$ cat src/rtl/core/bba_pkg.sv
// Shared types, constants and helpers for the buddy block allocator.
// No dependencies; bba_bitop and the core in rtl/core import it.
`default_nettype none
package bba_pkg;

  localparam int MIN_BLOCK = 64;
  localparam int LOG_MIN   = 6;
  localparam int LEVELS    = 11;
  localparam int HEADER    = 16;
  localparam int TOP_LEVEL = LEVELS - 1;

  localparam int LVL_W     = 4;
  localparam int IDX_W     = LEVELS - 1;        // block index at level 0
  localparam int OWN_DEPTH = 1 << (LEVELS - 1);
  localparam int OWN_AW    = LEVELS - 1;
  localparam int OWN_W     = LVL_W + 1;

  // Free map is held as 32-bit words, one or more per level.
  localparam int WORD_W    = 32;
  localparam int POS_W     = 5;
  localparam int FM_WORDS  = 68;
  localparam int FM_AW     = 7;
  localparam int WIDX_W    = IDX_W - POS_W;

  localparam logic [FM_AW-1:0] FM_BASE [LEVELS] =
    '{7'd0, 7'd32, 7'd48, 7'd56, 7'd60, 7'd62, 7'd63, 7'd64, 7'd65, 7'd66, 7'd67};
  localparam logic [WIDX_W-1:0] FM_LAST [LEVELS] =
    '{5'd31, 5'd15, 5'd7, 5'd3, 5'd1, 5'd0, 5'd0, 5'd0, 5'd0, 5'd0, 5'd0};

  typedef enum logic [1:0] {
    ST_OK        = 2'd0,
    ST_NO_SPACE  = 2'd1,
    ST_NOT_ALLOC = 2'd2,
    ST_NULL      = 2'd3
  } status_t;

  typedef enum logic [1:0] {
    BOP_TAKE = 2'd0,
    BOP_CLR  = 2'd1,
    BOP_SET  = 2'd2
  } bop_t;

  typedef struct packed {
    logic              any;
    logic [POS_W-1:0]  low;
    logic              bit_val;
    logic [WORD_W-1:0] word_out;
  } bop_res_t;

  typedef enum logic [3:0] {
    S_CLEAR, S_ROOT, S_IDLE, S_DECODE,
    S_A_RD, S_A_CHK, S_SP_RD, S_SP_WR, S_OWN_WR,
    S_F_OWN, S_F_CHK_RD, S_F_CHK, S_F_SET_RD, S_F_SET_WR,
    S_DONE
  } st_t;

  // Word address of block i at level lvl.
  function automatic logic [FM_AW-1:0] fm_addr(input logic [LVL_W-1:0] lvl,
                                               input logic [IDX_W-1:0] i);
    logic [FM_AW-1:0] base;
    base = '0;
    if (lvl <= LVL_W'(TOP_LEVEL)) begin
      base = FM_BASE[lvl];
    end
    return base + FM_AW'(i[IDX_W-1:POS_W]);
  endfunction

  function automatic logic [WIDX_W-1:0] fm_last(input logic [LVL_W-1:0] lvl);
    logic [WIDX_W-1:0] r;
    r = '0;
    if (lvl <= LVL_W'(TOP_LEVEL)) begin
      r = FM_LAST[lvl];
    end
    return r;
  endfunction

endpackage
`default_nettype wire

$ cat src/rtl/core/bba_bitop.sv
// Shared bit unit over one free-map word: lowest-set search, test, set, clear.
// Depends on bba_pkg.
`default_nettype none
module bba_bitop (
  input  wire logic [31:0]       word_in,
  input  wire logic [4:0]        pos,
  input  wire bba_pkg::bop_t     op,
  output      bba_pkg::bop_res_t res
);
  import bba_pkg::*;

  logic [WORD_W-1:0] mask;

  always_comb begin
    res.any = |word_in;
    res.low = '0;
    for (int b = WORD_W - 1; b >= 0; b--) begin
      if (word_in[b]) begin
        res.low = POS_W'(b);
      end
    end
    res.bit_val = word_in[pos];
    case (op)
      BOP_TAKE: mask = WORD_W'(1) << res.low;
      BOP_CLR:  mask = WORD_W'(1) << pos;
      BOP_SET:  mask = WORD_W'(1) << pos;
      default:  mask = '0;
    endcase
    if (op == BOP_SET) begin
      res.word_out = word_in | mask;
    end else begin
      res.word_out = word_in & ~mask;
    end
  end
endmodule
`default_nettype wire

$ cat config.mk
export PLATFORM = sky130hd
export DESIGN_NAME = bba_bitop
export DESIGN_NICKNAME = d
export VERILOG_FILES = /design/src/rtl/core/bba_pkg.sv /design/src/rtl/core/bba_bitop.sv
export SDC_FILE = /design/constraint.sdc
export NUM_CORES = 1
export LEC_CHECK = 0
export ABC_AREA = 1
export BUFFER_PORTS_ARGS = -buffer_cell sky130_fd_sc_hd__buf_2
export CELL_PAD_IN_SITES_DETAIL_PLACEMENT = 0
export CELL_PAD_IN_SITES_GLOBAL_PLACEMENT = 1
export CORE_MARGIN = 3
export CORE_UTILIZATION = 29
export DETAILED_ROUTE_END_ITERATION = 10
export GPL_TIMING_DRIVEN = 0
export PLACE_DENSITY_LB_ADDON = 0.3
export SETUP_SLACK_MARGIN = 0.4
export SLEW_MARGIN = 5
export SYNTH_ARGS = -nofsm -noshare
export SYNTH_HDL_FRONTEND = slang
export SYNTH_SLANG_ARGS = --single-unit
$ cat constraint.sdc
create_clock -name vclk -period 3
set_input_delay 0.15 -clock vclk [all_inputs]
set_output_delay 0.15 -clock vclk [all_outputs]
set_load 0.005 [all_outputs]
==> key figures <==
Critical path
  • Crit path max fanout: 5
  • Kind of critical path: in2out
  • Critical Path End Type: output port
  • CP peak stage delay: 160 ps
  • Slowest-stage cell, CP: nor2_1
  • Crit path max-delay family: simple AND/OR/NAND/NOR gates
  • Worst EP arrival: 2790 ps
  • WP data required: 2850 ps
  • Buf/Inv on CP: 5
  • CP Launch Type: primary input
  • Most used cell along the critical path: nand2_1

Finish
  • Clock buf count: 0
  • Net count, final: 478
  • Diodes inserted: 0
  • Share of layout cells above drive strength 1: 0.313
  • Final cell utilization of the core: 0.462
  • Storage element area: 0 um2
  • Commonest non-fill, non-tap cells in the layout: nand2_1 (99), buf_2 (76), inv_1 (48), o21ai_0 (34), nor2_1 (33)
  • Area of the multi-input gates: 1320 um2
  • Area Overhead vs Synth: 48.4%
  • Sequential cell count: 0
  • Commonest non-fill, non-tap cell in the layout: nand2_1
  • Fill count: 603

Power and ir drop
  • PD cells: 156 nW/um2
  • Peak supply drop: 0.0618 mV
  • Overall Power: 351 uW
  • Leakage: 1.20 nW

Detailed routing
  • Vias per inst: 4.83
  • 1st-iter DRT viols: 164
  • Initial DRT Pass Iterations: 4
  • Avg WL per Cell: 13.1 um
  • DRC errors left: 0
  • Final wirelength: 6570 um
  • Number of routed nets with antenna violations: 0
  • Vias: 2423

Logic synthesis
  • Post-Syn Area per Cell: 4.51 um2
  • YS warnings: 0
  • Mapped Cells: 337
  • Syn_nets: 378
  • Unique masters post-synth: 25
  • Post-Syn Area: 1520 um2
  • Post-synthesis sequential area ratio: 0

Timing
  • RSZ-0062 raised after global routing: true
  • Final min period: 2940 ps
  • Final worst setup slack: 57.4 ps
  • Final Cycle Share: 0.981
  • Relative slew slack: 0.595
  • Worst-margin pin slew: 601 ps
  • Endpoints failing hold: 0
  • Final slew viol count: 0
  • Final setup viols: 0
  • Max Freq: 0.340 GHz

Global routing
  • GRT Overall Usage: 0.203
  • Initial antenna violation count: 0
  • First-pass GRT wire length: 10200 um
  • Vias in the first global route: 2183
  • Overflow after GRT: 0
  • Largest net degree at the start of global routing: 11

Floorplanning
  • Core area: 4880 um2
  • Ports: 78
  • Die Span X: 78.4 um
  • Die Ht: 78.4 um
  • Row count: 25
  • Starting Density: 0.311
  • Die area: 6140 um2

Flow run
  • Max-cap viol count: 0

Min path
  • Min-Delay Path Class: in2out

Placed design
  • IO Port Bufs: 78
  • Dpl hpwl: 5370 um
  • GP Congestion: 0.910
  • Pre-CTS setup slack: 33.0 ps

CTS
  • Cts hold-fix bufs: 0

Outcome
  • Status: complete, no violations
[layer usage]
layer  GRT usage  up-vias  routed length (um)
li1            -     1287                   -
met1       0.281     1054                3040
met2       0.356       80                3140
met3      0.0161        2                 366
met4      0.0140        0                  23
met5           0        -                   0
[final cells by class]
cell class | instances | area share
plain buffers | 12 | 0.0294
inverters | 53 | 0.0899
multi-input cells | 272 | 0.584
repair buffers | 98 | 0.259
well taps | 67 | 0.0372
[cells by family after synthesis]
logic type / synth area share
buffers and inverters: 0.175
AOI/OAI and AO/OA: 0.249
and+or+nand+nor: 0.560
adders and majority gates: 0.0165
[timing repair]
action	CTS	global route
setup endpoints to repair	32	33
gates cloned	1	0
setup buffers	13	6
pin swaps	16	24
resized for setup	29	17
[stage by stage]
stage	instances	hold slack [ps]	cell area (um2)	TNS [ps]
finish	502	593	2250	0
global route	502	615	2250	-5530
CTS	496	598	2160	0
detailed placement	482	594	1990	0
global placement	482	597	1990	0
floorplan	337	328	1520	0
[where the power goes]
| part | internal (mW) | total, mW | switching [mW] |
|---|---|---|---|
| sequential | 0 | 0 | 0 |
| combinational | 0.138 | 0.351 | 0.213 |
| clock | 0 | 0 | 0 |
| total | 0.138 | 0.351 | 0.213 |
[cell usage after synthesis, drive strengths merged]
master / count / share of area
nor3: 8 / 0.033
buf: 3 / 0.014
inv: 51 / 0.13
a31oi: 2 / 0.0082
nor2: 48 / 0.13
nand4: 11 / 0.045
nand2: 105 / 0.26
o21ai: 46 / 0.15
clkinv: 2 / 0.0049
clkbuf: 9 / 0.030
ha: 2 / 0.016
o31ai: 1 / 0.0049
nor4: 2 / 0.0082
nand3: 23 / 0.079
a21oi: 23 / 0.076
a311oi: 1 / 0.0058
[worst paths after layout]
kind / from / end / slack (ps) / depth (start not counted)
min: word_in[0] / res[33] / 590 / 3
max: word_in[30] / res[5] / 60 / 41
Power figures use the tool's default switching activity.
