===== src/rtl/core/bba_ram.sv =====
// Generic simple dual-port RAM: one write port, one registered read port.
// No dependencies.
`default_nettype none
module bba_ram #(
  parameter int WIDTH = 8,
  parameter int DEPTH = 16
) (
  input  wire logic                     clk,
  input  wire logic                     we,
  input  wire logic [$clog2(DEPTH)-1:0] waddr,
  input  wire logic [WIDTH-1:0]         wdata,
  input  wire logic [$clog2(DEPTH)-1:0] raddr,
  output      logic [WIDTH-1:0]         rdata
);
  logic [WIDTH-1:0] mem [DEPTH];

  always_ff @(posedge clk) begin
    if (we) begin
      mem[waddr] <= wdata;
    end
    rdata <= mem[raddr];
  end
endmodule
`default_nettype wire


===== config.mk =====
export PLATFORM = sky130hd
export DESIGN_NAME = bba_ram
export DESIGN_NICKNAME = d
export VERILOG_FILES = /design/src/rtl/core/bba_ram.sv
export SDC_FILE = /design/constraint.sdc
export NUM_CORES = 1
export LEC_CHECK = 0
export BUFFER_PORTS_ARGS = -buffer_cell sky130_fd_sc_hd__buf_4
export CAP_MARGIN = 20
export CORE_MARGIN = 2
export CORE_UTILIZATION = 55
export CTS_CLUSTER_DIAMETER = 150
export DETAILED_ROUTE_END_ITERATION = 6
export GPL_ROUTABILITY_DRIVEN = 0
export PLACE_DENSITY = 0.72
export SYNTH_ARGS = -nofsm -noshare
export SYNTH_HDL_FRONTEND = slang
export SYNTH_SLANG_ARGS = --single-unit
export TNS_END_PERCENT = 5

===== constraint.sdc =====
create_clock -name clk -period 3.8 [get_ports clk]
set_clock_uncertainty 0.05 [all_clocks]
set_input_delay 0.19 -clock clk [delete_from_list [all_inputs] [get_ports clk]]
set_output_delay 0.19 -clock clk [all_outputs]
set_load 0.05 [all_outputs]

==> report_table.html <==
<table>
<tr><th>Metric</th><th>Value</th></tr>
<tr><th colspan="2">Outcome</th></tr>
<tr><td>Outcome</td><td>finished clean</td></tr>
<tr><th colspan="2">Logic synthesis</th></tr>
<tr><td>Unique cell type count in the Yosys netlist</td><td>19</td></tr>
<tr><td>Total number of yosys warnings</td><td>0</td></tr>
<tr><td>Flops &amp; latches, synth</td><td>~140</td></tr>
<tr><td>Post-synthesis net count</td><td>between 200 and 250</td></tr>
<tr><td>Mean instance size in the synthesized netlist</td><td>between 20 and 25 sq um</td></tr>
<tr><td>XOR/XNOR share of the synthesized area</td><td>0%</td></tr>
<tr><td>Largest family of logic cells by synthesized area</td><td>multiplexers</td></tr>
<tr><td>Arithmetic-cell share of the synthesized area counting full adders, half adders and majority gates</td><td>0%</td></tr>
<tr><td>Synthesized-area fraction occupied by ao, oa, aoi and oai cells</td><td>under 10%</td></tr>
<tr><td>Syn Inst Count</td><td>~230</td></tr>
<tr><td>Seq/Total Area, Yosys</td><td>between 70% and 80%</td></tr>
<tr><td>Post-synthesis mux area share</td><td>between 10% and 20%</td></tr>
<tr><td>Post-Syn Area</td><td>5147 sq um</td></tr>
<tr><td>Area share of and/or/nand/nor cells after synthesis</td><td>roughly 3.2%</td></tr>
<tr><th colspan="2">Layout</th></tr>
<tr><td>Summed area of non-filler cells in the final layout</td><td>6038 sq um</td></tr>
<tr><td>Leading cell types in the layout, fill and taps excluded</td><td>128 x sky130_fd_sc_hd__edfxtp_1, 28 x sky130_fd_sc_hd__buf_4, 18 x sky130_fd_sc_hd__mux4_2, 16 x sky130_fd_sc_hd__a22oi_1, 16 x sky130_fd_sc_hd__clkbuf_16</td></tr>
<tr><td>NumNets Final</td><td>roughly 290</td></tr>
<tr><td>Fill cell total of the finished layout</td><td>around 600</td></tr>
<tr><td>Most common cell after layout, fill and taps aside</td><td>sky130_fd_sc_hd__edfxtp_1</td></tr>
<tr><td>Layout cell share with drive strength beyond 1</td><td>between 20% and 30%</td></tr>
<tr><td>Area Overhead vs Synth</td><td>17.31%</td></tr>
<tr><td>Final antenna diode count</td><td>0</td></tr>
<tr><th colspan="2">Clocking</th></tr>
<tr><td>Clock-pin slew on the worst setup and hold paths</td><td>approximately 0.050 ns</td></tr>
<tr><td>H-tree levels</td><td>4</td></tr>
<tr><td>Clock sink count</td><td>roughly 140</td></tr>
<tr><td>Maximum count of clock buffers along a single path</td><td>2</td></tr>
<tr><td>Number of hold buffers added after CTS</td><td>8</td></tr>
<tr><td>Worst-skew pair later-pin latency</td><td>~0.50 ns</td></tr>
<tr><td>Cells resized by post-CTS repair</td><td>0</td></tr>
<tr><td>CTS root buffer</td><td>sky130_fd_sc_hd__clkbuf_8</td></tr>
<tr><td>TritonCTS clock tree</td><td>built</td></tr>
<tr><td>Post CTS Setup Buffer Count</td><td>0</td></tr>
<tr><td>CTS buffer count</td><td>17</td></tr>
<tr><th colspan="2">Setup path</th></tr>
<tr><td>Startpoint type of the worst setup path</td><td>input pin</td></tr>
<tr><td>Arrival time of the worst setup path</td><td>1.60 ns</td></tr>
<tr><td>Critical path peak fanout</td><td>8</td></tr>
<tr><td>Critical path start-end classification</td><td>input pin to flip-flop</td></tr>
<tr><td>Type of element capturing the critical path</td><td>flip-flop</td></tr>
<tr><td>Required @ worst endpoint</td><td>between 3 and 4 ns</td></tr>
<tr><th colspan="2">STA</th></tr>
<tr><td>RSZ-0062 raised after global routing</td><td>false</td></tr>
<tr><td>Max_slew headroom</td><td>around 32%</td></tr>
<tr><td>Period Utilization, post-route</td><td>between 40% and 50%</td></tr>
<tr><td>Transition at the pin with the smallest max-transition slack</td><td>about 1 ns</td></tr>
<tr><td>Highest achievable clock rate</td><td>651.4 MHz</td></tr>
<tr><td>Max-slew violation count</td><td>0</td></tr>
<tr><td>Shortest period the worst path allows</td><td>roughly 1.5 ns</td></tr>
<tr><td>Hold Violations, Final</td><td>0</td></tr>
<tr><td>Total negative setup slack</td><td>0 ns</td></tr>
<tr><td>Setup violations, final</td><td>0</td></tr>
<tr><th colspan="2">Die</th></tr>
<tr><td>Die extent in y</td><td>about 100 um</td></tr>
<tr><td>Starting utilization of the core area</td><td>between 50% and 60%</td></tr>
<tr><td>Horizontal die dimension</td><td>approximately 100 um</td></tr>
<tr><td>Die ar.</td><td>between 10000 and 15000 sq um</td></tr>
<tr><td>Number of top-level pins</td><td>26</td></tr>
<tr><td>Row count</td><td>35</td></tr>
<tr><td>Core Footprint</td><td>just over 9000 sq um</td></tr>
<tr><th colspan="2">Placed design</th></tr>
<tr><td>Detailed Place HPWL</td><td>5553 um</td></tr>
<tr><td>Buffers on Ports</td><td>25</td></tr>
<tr><td>Post-detailed-placement cell area</td><td>about 5400 sq um</td></tr>
<tr><th colspan="2">Power and ir drop</th></tr>
<tr><td>Share of total power consumed by net switching</td><td>20.27%</td></tr>
<tr><td>Cell internal pwr</td><td>~2700 uW</td></tr>
<tr><td>Power per standard cell area</td><td>560.2 nW/um^2</td></tr>
<tr><td>VDD IR-drop max</td><td>0.3458 mV</td></tr>
<tr><td>Net switching power</td><td>slightly below 700 uW</td></tr>
<tr><td>Leakage</td><td>0.002034 uW</td></tr>
<tr><td>Sequential Power Share</td><td>between 40% and 50%</td></tr>
<tr><td>Clock group share of total power</td><td>44.3%</td></tr>
<tr><td>Gate power share</td><td>under 10%</td></tr>
<tr><th colspan="2">Flow run</th></tr>
<tr><td>Max-cap violation count</td><td>0</td></tr>
<tr><th colspan="2">Worst hold path</th></tr>
<tr><td>Tightest Hold Check Type</td><td>input pin to flip-flop</td></tr>
<tr><th colspan="2">Global routing</th></tr>
<tr><td>Total routing resource utilization after global routing</td><td>20.93%</td></tr>
<tr><td>Global-route wire length before repair</td><td>14470 um</td></tr>
<tr><td>Antenna violations before repair</td><td>0</td></tr>
<tr><td>Remaining Overflow, GRT</td><td>0</td></tr>
<tr><td>Pin count of the biggest net entering global routing</td><td>33</td></tr>
<tr><td>Via count of the first global-routing pass</td><td>2541</td></tr>
<tr><th colspan="2">Routing</th></tr>
<tr><td>DR iter-0 viols</td><td>~240</td></tr>
<tr><td>Residual DRC</td><td>0</td></tr>
<tr><td>Average via count per standard cell</td><td>6.043</td></tr>
<tr><td>Post-DR wirelength/cell</td><td>around 24 um</td></tr>
<tr><td>Wirelength, routed</td><td>9464 um</td></tr>
<tr><td>Drt first pass iters</td><td>4</td></tr>
<tr><td>Number of routed nets with antenna violations</td><td>0</td></tr>
<tr><td>Via Count</td><td>2405</td></tr>
</table>
[flip-flops by register name, summed over array words and instances (netlist names)]
register  cells
rdata         8
mem         128
[routing by layer]
metal | vias up | GRT usage [%] | wire (um)
met5 | - | 0 | 0
met4 | 0 | 7.482 | 106
met3 | 8 | 5.479 | 695
met2 | 93 | 34.21 | 4827
met1 | 1245 | 27.56 | 3835
li1 | 1059 | - | -
[final timing paths]
check,start,endpoint,slack (ns),depth (start not counted)
max,waddr[2],mem[0][3],2.26,3
min,waddr[0],mem[0][2],0.14,2
max reg2reg,mem[1][5],rdata[5],2.33,3
min reg2reg,mem[12][1],rdata[1],0.63,3
[worst max-delay path, stage by stage]
cell and delay, ns:
sky130_fd_sc_hd__buf_4 0.12, sky130_fd_sc_hd__or3b_2 0.50, sky130_fd_sc_hd__nor3_1 0.79
[power by group through the flow]
stage	logic, uW	clock network (uW)	registers, uW
global placement	189	0	1720
detailed placement	193	0	1720
CTS	200	1520	1690
global route	214	1570	1690
finish	199	1500	1690
floorplan	85.1	0	1750
[cells by family after synthesis]
| kind of cell | after synthesis |
|---|---|
| buf+inv | 10 |
| mux | 32 |
| compound gates | 16 |
| simple gates | 35 |
| flops | 136 |
[cell usage after synthesis (all sizes together)]
library cell / n / area share (%)
nand2b: 2 / 0.24
edfxtp: 128 / 75
mux4: 32 / 15
or3b: 1 / 0.17
a22oi: 16 / 2.3
nor3: 4 / 0.39
nor2b: 1 / 0.12
nand3b: 2 / 0.29
clkdlybuf4s25: 3 / 0.58
nor2: 13 / 0.95
nand2: 9 / 0.66
and2: 1 / 0.12
nand3: 1 / 0.097
buf: 7 / 1.1
and2b: 1 / 0.15
dfxtp: 8 / 3.1
[stage by stage]
step / power (uW) / std cells / setup WS, ns / utilization [%] / hold WS (ns)
2_1_floorplan: 1836 / 229 / 2.067 / - / 0.2389
3_3_place_gp: 1904 / 358 / 1.758 / 59.11 / 0.4528
3_5_place_dp: 1910 / 358 / 1.745 / 59.11 / 0.4564
4_1_cts: 3408 / 398 / 2.289 / 65.97 / 0.1076
5_1_grt: 3477 / 398 / 2.196 / 65.97 / 0.1353
6_report: 3382 / 398 / 2.265 / 65.97 / 0.1402
[cell type report]
cell class | instances | area [sq um] | area share [%]
repair buffers | 36 | 290.3 | 4.807
well taps | 111 | 138.9 | 2.300
clock buffers | 22 | 442.9 | 7.335
flip-flops and latches | 136 | 4004 | 66.31
clock inverters | 10 | 105.1 | 1.741
multi-input cells | 83 | 1057 | 17.51
No activity file was read; power rests on OpenSTA's default activity.
